[src/sv/imgsig_pkg.sv]
// ----------------------------------------------------------------------------
// imgsig_pkg
// Signature table and format codes for the image file signature sniffer.
// ----------------------------------------------------------------------------
package imgsig_pkg;

    localparam int unsigned SIG_COUNT  = 12;
    localparam int unsigned SIG_MAXLEN = 12;
    localparam int unsigned POS_W      = 4;
    localparam int unsigned CODE_W     = 4;

    typedef logic [7:0]           byte_t;
    typedef logic [POS_W-1:0]     pos_t;
    typedef logic [SIG_COUNT-1:0] flags_t;

    typedef enum logic [CODE_W-1:0] {
        FMT_UNKNOWN = 4'd0,
        FMT_JPEG    = 4'd1,
        FMT_PNG     = 4'd2,
        FMT_TIFF    = 4'd3,
        FMT_DDS     = 4'd4,
        FMT_KTX     = 4'd5,
        FMT_HDR     = 4'd6,
        FMT_TGA     = 4'd7,
        FMT_SGI     = 4'd8
    } format_t;

    // signature bytes, unused tail positions are zero and never compared
    localparam byte_t SIG_BYTES [SIG_COUNT][SIG_MAXLEN] = '{
        '{8'hFF, 8'hD8, 8'hFF, 8'h00, 8'h00, 8'h00,
          8'h00, 8'h00, 8'h00, 8'h00, 8'h00, 8'h00},
        '{8'h89, 8'h50, 8'h4E, 8'h47, 8'h0D, 8'h0A,
          8'h1A, 8'h0A, 8'h00, 8'h00, 8'h00, 8'h00},
        '{8'h49, 8'h20, 8'h49, 8'h00, 8'h00, 8'h00,
          8'h00, 8'h00, 8'h00, 8'h00, 8'h00, 8'h00},
        '{8'h49, 8'h49, 8'h2A, 8'h00, 8'h00, 8'h00,
          8'h00, 8'h00, 8'h00, 8'h00, 8'h00, 8'h00},
        '{8'h4D, 8'h4D, 8'h00, 8'h2A, 8'h00, 8'h00,
          8'h00, 8'h00, 8'h00, 8'h00, 8'h00, 8'h00},
        '{8'h4D, 8'h4D, 8'h00, 8'h2B, 8'h00, 8'h00,
          8'h00, 8'h00, 8'h00, 8'h00, 8'h00, 8'h00},
        '{8'h44, 8'h44, 8'h53, 8'h20, 8'h00, 8'h00,
          8'h00, 8'h00, 8'h00, 8'h00, 8'h00, 8'h00},
        '{8'hAB, 8'h4B, 8'h54, 8'h58, 8'h20, 8'h31,
          8'h31, 8'hBB, 8'h0D, 8'h0A, 8'h1A, 8'h0A},
        '{8'hAB, 8'h4B, 8'h54, 8'h58, 8'h20, 8'h32,
          8'h30, 8'hBB, 8'h0D, 8'h0A, 8'h1A, 8'h0A},
        '{8'h23, 8'h3F, 8'h52, 8'h41, 8'h44, 8'h49,
          8'h41, 8'h4E, 8'h43, 8'h45, 8'h0A, 8'h00},
        '{8'h00, 8'h00, 8'h02, 8'h00, 8'h00, 8'h00,
          8'h00, 8'h00, 8'h00, 8'h00, 8'h00, 8'h00},
        '{8'h01, 8'hDA, 8'h00, 8'h00, 8'h00, 8'h00,
          8'h00, 8'h00, 8'h00, 8'h00, 8'h00, 8'h00}
    };

    // bytes compared per signature
    localparam pos_t SIG_LEN [SIG_COUNT] = '{
        4'd3, 4'd8, 4'd3, 4'd4, 4'd4, 4'd4, 4'd4, 4'd12, 4'd12, 4'd11, 4'd3, 4'd2
    };

    // bytes that must have been seen for a full match
    localparam pos_t SIG_NEED [SIG_COUNT] = '{
        4'd3, 4'd8, 4'd4, 4'd4, 4'd4, 4'd4, 4'd4, 4'd12, 4'd12, 4'd11, 4'd3, 4'd2
    };

    localparam format_t SIG_CODE [SIG_COUNT] = '{
        FMT_JPEG, FMT_PNG, FMT_TIFF, FMT_TIFF, FMT_TIFF, FMT_TIFF,
        FMT_DDS, FMT_KTX, FMT_KTX, FMT_HDR, FMT_TGA, FMT_SGI
    };

endpackage

[src/sv/image_file_signature_sniffer.sv]
// ----------------------------------------------------------------------------
// image_file_signature_sniffer
// Detects the image format of a file from the magic number at its head.
// ----------------------------------------------------------------------------
// Bytes of a file enter one per transaction from offset zero, last_byte set on
// the final one. Each byte is compared against twelve signatures (jpeg, png,
// four tiff variants, dds, two ktx identifiers, hdr, tga, sgi); a signature
// drops out on its first mismatch. On the final byte one result transaction
// carries format_code, the first signature in table order that matched over
// its whole length with its needed byte count seen (0 when none did); other
// bytes give no result. The block takes one byte per cycle while the output
// is not stalled: an input register feeds one compare stage that updates the
// match state and loads the output register. Files may follow back to back;
// the match state clears itself after the final byte.
module image_file_signature_sniffer #(
    parameter int unsigned HEADER_BYTES = 12
) (
    input  logic       clk,
    input  logic       rst_n,
    // byte stream
    input  logic       in_valid,
    output logic       in_stall,
    input  logic [7:0] head_byte,
    input  logic       last_byte,
    // result
    output logic       out_valid,
    input  logic       out_stall,
    output logic [3:0] format_code
);

    localparam imgsig_pkg::pos_t POS_SAT = imgsig_pkg::pos_t'(HEADER_BYTES);

    // input register
    logic              in_valid_reg;
    imgsig_pkg::byte_t byte_reg;
    logic              last_reg;

    // match state
    imgsig_pkg::pos_t   pos_reg,   pos_next;
    imgsig_pkg::flags_t flags_reg, flags_next;

    // output register
    logic                out_valid_reg;
    imgsig_pkg::format_t code_reg, code_next;

    logic advance;
    logic in_accept;

    // the compare stage moves whenever the output register is free or drains
    assign advance   = !out_valid_reg || !out_stall;
    assign in_stall  = in_valid_reg && !advance;
    assign in_accept = in_valid && !in_stall;

    always_comb
    begin
        imgsig_pkg::pos_t seen;
        flags_next = flags_reg;
        for (int k = 0; k < imgsig_pkg::SIG_COUNT; k++)
        begin
            if (pos_reg < imgsig_pkg::SIG_LEN[k]
                && imgsig_pkg::SIG_BYTES[k][pos_reg] != byte_reg)
            begin
                flags_next[k] = 1'b0;
            end
        end
        // byte count saturates once every signature is past
        seen     = (pos_reg < POS_SAT) ? pos_reg + 4'd1 : pos_reg;
        pos_next = seen;
        // first full match in table order wins, so scan from the back
        code_next = imgsig_pkg::FMT_UNKNOWN;
        for (int k = imgsig_pkg::SIG_COUNT - 1; k >= 0; k--)
        begin
            if (flags_next[k] && seen >= imgsig_pkg::SIG_NEED[k])
            begin
                code_next = imgsig_pkg::SIG_CODE[k];
            end
        end
    end

    // input register
    always_ff @(posedge clk or negedge rst_n)
    begin
        if (!rst_n)
        begin
            in_valid_reg <= 1'b0;
        end
        else if (advance || !in_valid_reg)
        begin
            in_valid_reg <= in_valid;
        end
    end

    always_ff @(posedge clk)
    begin
        if (in_accept)
        begin
            byte_reg <= head_byte;
            last_reg <= last_byte;
        end
    end

    // match state, back to the start after the final byte of a file
    always_ff @(posedge clk or negedge rst_n)
    begin
        if (!rst_n)
        begin
            pos_reg   <= '0;
            flags_reg <= '1;
        end
        else if (in_valid_reg && advance)
        begin
            if (last_reg)
            begin
                pos_reg   <= '0;
                flags_reg <= '1;
            end
            else
            begin
                pos_reg   <= pos_next;
                flags_reg <= flags_next;
            end
        end
    end

    // output register
    always_ff @(posedge clk or negedge rst_n)
    begin
        if (!rst_n)
        begin
            out_valid_reg <= 1'b0;
        end
        else if (advance)
        begin
            out_valid_reg <= in_valid_reg && last_reg;
        end
    end

    always_ff @(posedge clk)
    begin
        if (advance && in_valid_reg && last_reg)
        begin
            code_reg <= code_next;
        end
    end

    assign out_valid   = out_valid_reg;
    assign format_code = code_reg;

endmodule

[config.mk]
export PLATFORM = sky130hd
export DESIGN_NAME = image_file_signature_sniffer
export DESIGN_NICKNAME = d
export VERILOG_FILES = /design/src/sv/imgsig_pkg.sv /design/src/sv/image_file_signature_sniffer.sv
export SDC_FILE = /design/constraint.sdc
export NUM_CORES = 1
export LEC_CHECK = 0
export ABC_AREA = 1
export BUFFER_PORTS_ARGS = -buffer_cell sky130_fd_sc_hd__buf_4
export CORE_UTILIZATION = 55
export DETAILED_ROUTE_END_ITERATION = 16
export PLACE_DENSITY = 0.85
export RECOVER_POWER = 50
export SYNTH_ARGS = -nofsm -noshare
export SYNTH_HDL_FRONTEND = slang
export SYNTH_SLANG_ARGS = --single-unit
[constraint.sdc]
create_clock -name clk -period 5.8 [get_ports clk]
set_clock_uncertainty 0.1 [all_clocks]
set_input_delay 0.29 -clock clk [delete_from_list [all_inputs] [get_ports clk]]
set_output_delay 0.29 -clock clk [all_outputs]
set_load 0.03 [all_outputs]
==> results by group, run 1 <==
Detailed routing
  • Met2 wire length: 3056 µm
  • Post-route DRC: 0
  • Met1 Wirelength: 2826 µm
  • Met3 WL post-DR: 685 µm
  • 1st-iter DRT viols: 362
  • Final ANT Viol Nets: 0
  • Average wire per standard cell: 14.81 µm
  • Vias/cell: 5.856
  • Top Metal Used: met4
  • Via count: 2,676
  • Pre-antenna DRT Iters: 6
  • Total wire length: 6766 µm

Floorplanning
  • Die area: 4990 µm²
  • I/O Pins: 19
  • Die H: 70.64 µm
  • Starting density of the core: 58.31%
  • Die W: 70.64 µm
  • Core area: 4444 µm²
  • Num rows: 24

Critical path
  • R2R Path Start: pos_reg[1]
  • R2r setup slk: 3.04 ns
  • Critical Path Start Type: flip-flop
  • RR Endpoint: format_code[0]
  • Setup crit end kind: flip-flop
  • Setup CP Type: flip-flop to flip-flop
  • Crit Path Max Fanout: 9
  • CP Cell Sequence: inv_1 > ha_1 > nor2_1 > nand2_1 > nand3_1 > nand2_1 > nand2_1 > nand2_1 > inv_1 > nand3_1 > nand2_1 > nand3_1 > nand2_1 > nand2_1 > nand2_1 > nand2_1 > nand2_1 > nand2_1
  • Crit path max-delay family: simple AND/OR/NAND/NOR gates
  • Crit path buffers/inverters: 2
  • Slowest stage delay, CP: 0.55 ns
  • Worst EP arrival: 2.71 ns
  • Setup crit end: format_code[0]
  • Most frequent CP cell: nand2_1
  • FF-to-FF path depth: 18
  • CP max-delay cell: dfrtp_1
  • WP depth: 18
  • Worst Setup SP: pos_reg[1]
  • CP Data Required Time: 5.75 ns

Clocking
  • CTS buffer count: 5
  • CTS sink cnt: 31
  • CTS tree: built
  • Reg clk slew, reported paths: 0.07 ns
  • Clock Tree Root: clkbuf_8
  • Post-CTS resize count: 0
  • Clock Tree Buf Depth: 2
  • Clock Latency Late Sink: 0.29 ns
  • H-tree depth: 2

STA
  • Worst slew margin: 35.33%
  • Setup TNS: 0 ns
  • Final setup vio count: 0
  • Pin slew with the least headroom to its limit: 0.9701 ns
  • WHS: 0.09795 ns
  • Achievable frequency: 0.3627 GHz
  • Tcrit/Tclk final: 47.54%
  • Final Max Slew Viols: 0
  • Period minus WS final: 2.757 ns
  • Hold Vio Cnt, Final: 0
  • RSZ-0062 raised after global routing: no

Placed design
  • Port Buffers: 18
  • Dpl hpwl: 5141 µm
  • Post-DP Area: 2720 µm²
  • Routability Congestion: 1.050
  • Cell Count Post-Placement: 448

Synthesis
  • Mapped Area: 2591 µm²
  • Largest family of logic cells by synthesized area: simple AND/OR/NAND/NOR gates
  • Post-synth EDFFs: 13
  • Cell count after synthesis: 390
  • Syn_area_per_cell: 6.644 µm²
  • Synth Net Count: 412
  • Fraction of registers with async set/reset: 58.06%
  • Synth warnings: 0
  • Area share of fa/ha/maj cells after synthesis: 4.346%
  • Synth Area in XOR/XNOR: 4.394%
  • Netlist cell types: 33
  • Synth Flop Type: edfxtp_1
  • Portion of netlist area occupied by mux cells: 0%
  • Synth Area in Simple Gates: 39.40%
  • Yosys reg bits: 31
  • Sequential element share of the synthesized area: 33.03%
  • Post-synthesis compound-gate area fraction: 9.464%

Layout
  • Design area: 2809 µm²
  • Register Area: 855.8 µm²
  • Max FFs per register: 12
  • Fin cells: 457
  • Area Overhead vs Synth: 8.402%
  • Multi-input gate area: 1493 µm²
  • Antenna Cells: 0
  • Final core utilization: 63.20%
  • Layout cells sized above 1: 10.37%
  • Nets: 426
  • Layout fillers: 415

Flow run
  • Max_cap viols: 0

Power
  • Power density over the cells: 388.2 nW/µm²
  • Leakage dissipation: 1.448 nW
  • Peak VDD IR: 0.2229 mV

Worst hold path
  • Hold crit path type: primary input to flip-flop

Global routing
  • Pin count of the biggest net entering global routing: 20
  • Gr usage total: 30.10%
  • Vias in the first global route: 2,533
  • Total grt overflow: 0
  • First-pass GRT wire length: 11,610 µm
  • Initial antenna violation count: 0

Run status
  • Outcome: finished, final reports clean
[layout by cell type (no fill, tap or decap), drive strengths merged, types with 3 or more instances in the layout]
master	netlist	layout
edfxtp	13	13
a21oi	18	18
clkbuf	5	23
nand3	40	40
buf	7	3
nand4	16	16
inv	44	44
ha	9	9
nor2	40	40
dfrtp	6	6
xor2	13	13
nand2	134	134
dfstp	12	12
o21ai	20	20
nor3	3	3
o22ai	4	4
[Yosys cell counts (4+ instances only)]
master / n / area [µm²]
o21ai_0: 14 / 70.07
dfrtp_1: 6 / 150.1
nor2_1: 38 / 142.6
dfstp_2: 12 / 315.3
ha_1: 9 / 112.6
nand3_1: 39 / 195.2
o21ai_1: 5 / 25.02
inv_1: 40 / 150.1
o22ai_1: 4 / 25.02
nand2_1: 130 / 488.0
nand4_1: 16 / 100.1
edfxtp_1: 13 / 390.4
clkbuf_1: 5 / 18.77
a21oi_1: 18 / 90.09
xor2_1: 13 / 113.9
[kinds of logic after synthesis]
kind of cell / Yosys count
DFF: 31
and+or+nand+nor: 235
xor gates and xnor gates: 13
buffers and inverters: 57
AOI/OAI and AO/OA: 45
adders and majority gates: 9
[what timing repair did]
| action | 4_1_cts | 5_1_grt |
|---|---|---|
| hold buffers | 1 | 0 |
| hold endpoints to repair | 9 | 0 |
| setup buffers | 0 | 0 |
[stage by stage]
| step | power [mW] | worst slack [ns] |
|---|---|---|
| 2_1_floorplan | 0.7639 | 3.554 |
| 3_3_place_gp | 0.8794 | 3.057 |
| 3_5_place_dp | 0.8860 | 3.105 |
| 4_1_cts | 1.084 | 3.090 |
| 5_1_grt | 1.180 | 2.856 |
| 6_report | 1.090 | 3.043 |
[worst min-delay path by stage]
stage / cells past startpoint / slack (ns) / start / to
2_1_floorplan: 0 / -0.11 / rst_n / in_valid_reg
3_3_place_gp: 1 / 0.07 / rst_n / pos_reg[0]
3_5_place_dp: 1 / 0.07 / rst_n / pos_reg[1]
4_1_cts: 1 / 0.07 / head_byte[4] / byte_reg[4]
5_1_grt: 1 / 0.09 / head_byte[0] / byte_reg[0]
6_report: 1 / 0.1 / head_byte[0] / byte_reg[0]
[worst register-to-register path, stage by stage (launching register included)]
cell and delay (ns):
dfrtp_1 0.55, inv_1 0.25, ha_1 0.32, nor2_1 0.28, nand2_1 0.11, nand3_1 0.10, nand2_1 0.05, nand2_1 0.07
nand2_1 0.05, inv_1 0.05, nand3_1 0.06, nand2_1 0.10, nand3_1 0.12, nand2_1 0.08, nand2_1 0.05, nand2_1 0.05
nand2_1 0.05, nand2_1 0.05, nand2_1 0.04
[cell type report]
class | instances | area share [%]
clock buffers | 8 | 3.608
inverters | 45 | 6.102
multi-input cells | 302 | 53.14
flip-flops and latches | 31 | 30.47
well taps | 52 | 2.316
repair buffers | 19 | 4.365
[power by group]
part	switching (mW)	internal [mW]	leakage, nW	total, mW
Clock	0.0820	0.111	0.0506	0.193
Sequential	0.0502	0.298	0.329	0.348
Combinational	0.369	0.180	1.07	0.549
[routing by layer]
layer	vias to the layer above	global-route usage (%)
met5	-	0
met4	0	13.11
met3	29	5.698
met2	155	48.33
met1	1191	40.09
li1	1301	-
(Power assumes the default switching activity.)
==> run 2, diff against run 1 <==
Clock period 5.8 ns to 2.8 ns, I/O delays scaled along.
==> run 2 against run 1 <==
  * Via count up 2.3%
  * Sequential share of layout area down 1.6 points
  * Die area stayed put
  * Cell count up 3.7%
==> results by group, run 2 (synthesis gave the netlist of run 1 again) <==
Clocking
  • CTS buffer count: 5
  • Clock Tree Root: clkbuf_8
  • Clock Latency Late Sink: 0.29 ns
  • Post-CTS Setup Inserts: 0
  • CTS sink cnt: 31
  • CTS tree: built
  • Reg clk slew, reported paths: 0.07 ns
  • H-tree depth: 2
  • Clock Tree Buf Depth: 2

Global routing
  • GRT met1 Usage: 41.50%
  • Initial antenna violation count: 0
  • Vias in the first global route: 2,488
  • Met2 Use GR: 52.21%
  • GRT Max-Usage Layer: met2
  • Pin count of the biggest net entering global routing: 20
  • Total grt overflow: 0
  • Met3 usage: 4.131%
  • First-pass GRT wire length: 11,970 µm
  • Gr usage total: 30.99%

Placed design
  • Post-DP Area: 2773 µm²
  • Dpl hpwl: 5091 µm
  • Cell Count Post-Placement: 455
  • Routability Congestion: 0.9764
  • Port Buffers: 18
  • Pre-CTS setup slack: 0.1063 ns

Critical path
  • Crit Path Max Fanout: 7
  • Critical Path Start Type: flip-flop
  • Setup CP Type: flip-flop to flip-flop
  • RR Endpoint: format_code[1]
  • Worst EP arrival: 2.65 ns
  • R2R Path Start: pos_reg[0]
  • R2r setup slk: 0.19 ns
  • Setup crit end kind: flip-flop
  • CP Data Required Time: 2.84 ns
  • FF-to-FF path depth: 13

STA
  • Achievable frequency: 0.3832 GHz
  • Pin slew with the least headroom to its limit: 0.9971 ns
  • Final setup vio count: 0
  • Final Max Slew Viols: 0
  • Setup TNS: 0 ns
  • Hold Vio Cnt, Final: 0
  • Period minus WS final: 2.610 ns
  • RSZ-0062 raised after global routing: no
  • Worst slew margin: 33.53%
  • Tcrit/Tclk final: 93.20%
  • Final WS setup: 0.1905 ns

Floorplanning
  • Starting density of the core: 58.31%
  • Die W: 70.64 µm
  • I/O Pins: 19
  • Die H: 70.64 µm
  • Num rows: 24
  • Core area: 4444 µm²
  • Die area: 4990 µm²

Detailed routing
  • Via count: 2,738
  • Vias/cell: 5.776
  • 1st-iter DRT viols: 344
  • Total wire length: 7289 µm
  • Post-route DRC: 0
  • Average wire per standard cell: 15.38 µm
  • Final ANT Viol Nets: 0
  • Pre-antenna DRT Iters: 5

Flow run
  • Max_cap viols: 0

Layout
  • Max FFs per register: 12
  • Area Overhead vs Synth: 14.49%
  • Nets: 443
  • Multi-input gate area: 1495 µm²
  • Fin cells: 474
  • Most frequent cells in the layout: nand2_1 (130), inv_1 (40), nand3_1 (39)
  • Register Area: 857.1 µm²
  • Layout cells sized above 1: 12.32%
  • Design area: 2967 µm²
  • Commonest non-fill, non-tap cell in the layout: nand2_1
  • Antenna Cells: 0
  • Layout fillers: 388

Run status
  • Outcome: finished, final reports clean

Worst hold path
  • Critical hold path startpoint: out_stall
  • End of the worst hold path: out_valid
  • WHS Path Cells: 3
  • Hold crit path type: primary input to flip-flop

Power
  • Power density over the cells: 770.8 nW/µm²
  • Leakage dissipation: 1.525 nW
  • Pwr Total: 2.287 mW
  • Peak VDD IR: 0.4944 mV
[run 2: final cells by class]
cell class | count | area share [%]
clock buffer | 6 | 3.163
clock inverter | 2 | 0.2952
inverter | 45 | 5.778
multi-input combinational | 302 | 50.40
sequential | 31 | 28.89
tap | 52 | 2.193
timing repair buffer | 36 | 9.279
[run 2: through the flow]
step	hold slack (ns)	utilization (%)
final	0.02448	66.75
after global routing	0.03359	66.75
after CTS	0.009613	67.17
after detailed placement	-0.07660	62.39
after global placement	-0.08047	62.39
after floorplan	-0.2556	-
[run 2: worst max path at each step]
stage,startpoint,to,slack (ns),cells after the start
2_1_floorplan,pos_reg[1],format_code[0],0.55,17
3_3_place_gp,pos_reg[1],format_code[0],0.19,18
3_5_place_dp,pos_reg[1],format_code[0],0.11,18
4_1_cts,pos_reg[1],format_code[0],0.07,18
5_1_grt,pos_reg[1],format_code[0],0.02,19
6_report,pos_reg[0],format_code[1],0.19,13
[run 2: where the power goes]
part | internal, mW | switching (mW)
clock network | 0.224 | 0.179
logic | 0.397 | 0.780
registers | 0.618 | 0.0881
[run 2: critical path, cell delays in order, from the launching register on]
cell	delay [ns]
dfrtp_1	0.45
inv_1	0.18
ha_1	0.29
nand2_1	0.21
inv_1	0.09
nand2_1	0.06
nand4_1	0.11
o21ai_0	0.25
nand2_1	0.12
nor2_1	0.19
inv_1	0.09
nand2_1	0.08
nand3_1	0.08
a21oi_1	0.16
[run 2: per-layer routing]
layer / wire length (µm) / share of wire, % / up-vias
li1: - / - / 1331
met1: 3007 / 41 / 1221
met2: 3415 / 47 / 163
met3: 698 / 9.6 / 23
met4: 168 / 2.3 / 0
met5: 0 / 0 / -
[run 2: timing repair]
| item | CTS | global route |
|---|---|---|
| gates resized for setup | 0 | 2 |
| hold buffers | 11 | 0 |
| hold endpoints to repair | 28 | 0 |
| setup endpoints to repair | 0 | 4 |
==> run 3, diff against run 2 <==
Settings changed: CORE_MARGIN set to 10.
Clock period 2.8 ns to 3 ns, I/O delays scaled along.
==> run 3 against run 2 <==
  * Cell count fell by 1.3%
  * Sequential power fell by 5.5%
  * Worst hold slack improved by 0.012 ns
  * Die area rose by 57%
  * Via count rose by 0.47%
  * Clock power fell by 8.9%
==> results by group, run 3 (synthesis gave the netlist of run 1 again) <==
Run status
  • Outcome: finished, final reports clean

Critical path
  • FF-to-FF path depth: 18
  • Setup crit end: format_code[0]
  • CP Data Required Time: 2.94 ns
  • R2r setup slk: 0.28 ns
  • Setup crit end kind: flip-flop
  • Setup CP Type: flip-flop to flip-flop
  • Worst EP arrival: 2.67 ns
  • Worst Setup SP: pos_reg[1]
  • Crit Path Max Fanout: 9
  • RR Endpoint: format_code[0]
  • Critical Path Start Type: flip-flop
  • R2R Path Start: pos_reg[1]

Detailed routing
  • Post-route DRC: 0
  • Pre-antenna DRT Iters: 5
  • Average wire per standard cell: 15.24 µm
  • Via count: 2,751
  • Total wire length: 7130 µm
  • Vias/cell: 5.878
  • 1st-iter DRT viols: 323
  • Final ANT Viol Nets: 0

Flow run
  • Max_cap viols: 0

Clocking
  • CTS sink cnt: 31
  • Clock Tree Root: clkbuf_8
  • Clock Tree Buf Depth: 2
  • CTS buffer count: 5
  • CTS tree: built
  • H-tree depth: 2
  • Reg clk slew, reported paths: 0.06 ns
  • Clock Latency Late Sink: 0.29 ns

Power
  • Switching pwr: 0.9695 mW
  • Power density over the cells: 723.5 nW/µm²
  • Leakage dissipation: 1.495 nW
  • Peak VDD IR: 0.4724 mV
  • Power Internal: 1.144 mW
  • Pwr Total: 2.114 mW
  • Sw Ratio: 45.87%
  • Clock network power share: 17.4%
  • Part of the power in registers: 31.6%
  • Comb power frac: 51.0%

Global routing
  • Met2 Use GR: 31.05%
  • GRT met1 Usage: 25.15%
  • Pin count of the biggest net entering global routing: 20
  • First-pass GRT wire length: 12,150 µm
  • Vias in the first global route: 2,628
  • Initial antenna violation count: 0
  • Total grt overflow: 0
  • Gr usage total: 19.26%
  • Met3 usage: 3.493%
  • GRT Max-Usage Layer: met2

STA
  • Final Max Slew Viols: 0
  • WHS: 0.03665 ns
  • Final setup vio count: 0
  • Setup TNS: 0 ns
  • Worst slew margin: 37.44%
  • Hold Vio Cnt, Final: 0
  • Achievable frequency: 0.3674 GHz
  • Tcrit/Tclk final: 90.73%
  • Period minus WS final: 2.722 ns
  • Pin slew with the least headroom to its limit: 0.9385 ns
  • RSZ-0062 raised after global routing: no

Placed design
  • Post-DP Area: 2728 µm²
  • Port Buffers: 18
  • Dpl hpwl: 5202 µm
  • Routability Congestion: 1.101

Floorplanning
  • Core area: 4444 µm²
  • I/O Pins: 19
  • Starting density of the core: 58.31%
  • Die W: 88.64 µm
  • Die area: 7857 µm²
  • Die H: 88.64 µm
  • Num rows: 24

Layout
  • Most frequent cells in the layout: nand2_1 (130), inv_1 (40), nand3_1 (39)
  • Antenna Cells: 0
  • Layout cells sized above 1: 11.06%
  • Design area: 2922 µm²
  • Register Area: 855.8 µm²
  • Nets: 437
  • Area Overhead vs Synth: 12.75%
  • Commonest non-fill, non-tap cell in the layout: nand2_1
  • Multi-input gate area: 1495 µm²
  • Layout fillers: 381
  • Max FFs per register: 12

Worst hold path
  • Hold crit path type: primary input to flip-flop
[run 3: cell count changes in the layout (fill, tap and decap cells not counted)]
cell and delta:
buf_4 -6, clkbuf_16 -1, clkbuf_8 +2, clkinv_1 -1, clkinv_2 -1, clkinvlp_4 +1
dfrtp_1 +1, dfrtp_2 -1
[run 3: routing by layer]
layer | wire length (µm) | vias up
met4 | 161 | 0
met3 | 677 | 19
met5 | 0 | -
li1 | - | 1324
met1 | 3005 | 1255
met2 | 3286 | 153
[run 3: worst max-delay path: stages (launching register included)]
cell and delay (ns):
dfrtp_1 0.51, inv_1 0.22, ha_1 0.33, nor2_2 0.22
nand2_1 0.12, nand3_1 0.11, nand2_1 0.06, nand2_1 0.09
nand2_1 0.06, inv_1 0.05, nand3_1 0.06, nand2_1 0.10
nand3_1 0.12, nand2_1 0.08, nand2_1 0.05, nand2_1 0.05
nand2_1 0.05, nand2_1 0.06, nand2_1 0.04
[run 3: power groups by stage]
| stage | clock, mW | sequential (mW) | combinational (mW) |
|---|---|---|---|
| global route | 0.389 | 0.679 | 1.22 |
| detailed placement | 0 | 0.673 | 1.03 |
| global placement | 0 | 0.669 | 1.03 |
| CTS | 0.370 | 0.665 | 1.05 |
| floorplan | 0 | 0.649 | 0.828 |
| finish | 0.368 | 0.667 | 1.08 |
[run 3: stage by stage]
stage                     setup WS, ns  utilization [%]  std cells
final                           0.2782            65.74        468
after global routing           0.04294            65.74        468
after CTS                       0.2766            66.19        468
after detailed placement        0.3001            61.37        449
after global placement          0.3351            61.37        449
after floorplan                 0.7540                -        390
[run 3: worst min path at each step]
stage / slack (ns) / cells past startpoint / to / startpoint
final: 0.04 / 3 / out_valid / out_stall
after global placement: -0.07 / 1 / pos_reg[3] / rst_n
after floorplan: -0.25 / 0 / in_valid_reg / rst_n
after detailed placement: -0.07 / 1 / pos_reg[3] / rst_n
after CTS: 0.02 / 3 / out_valid / out_stall
after global routing: 0.09 / 3 / out_valid / out_stall
[run 3: cell type report]
cell class                      count  share of cell area (%)
Timing Repair Buffer               30                   7.880
Multi-Input combinational cell    302                   51.18
Clock buffer                        7                   3.298
Clock inverter                      1                  0.2570
Inverter                           45                   5.867
Sequential cell                    31                   29.29
Tap cell                           52                   2.227
[run 3: what timing repair did]
action | in CTS | in global routing
hold endpoints to repair | 28 | 0
resized for setup | 0 | 1
endpoints found under the setup margin | 0 | 1
setup buffers | 0 | 0
hold buffers | 11 | 0
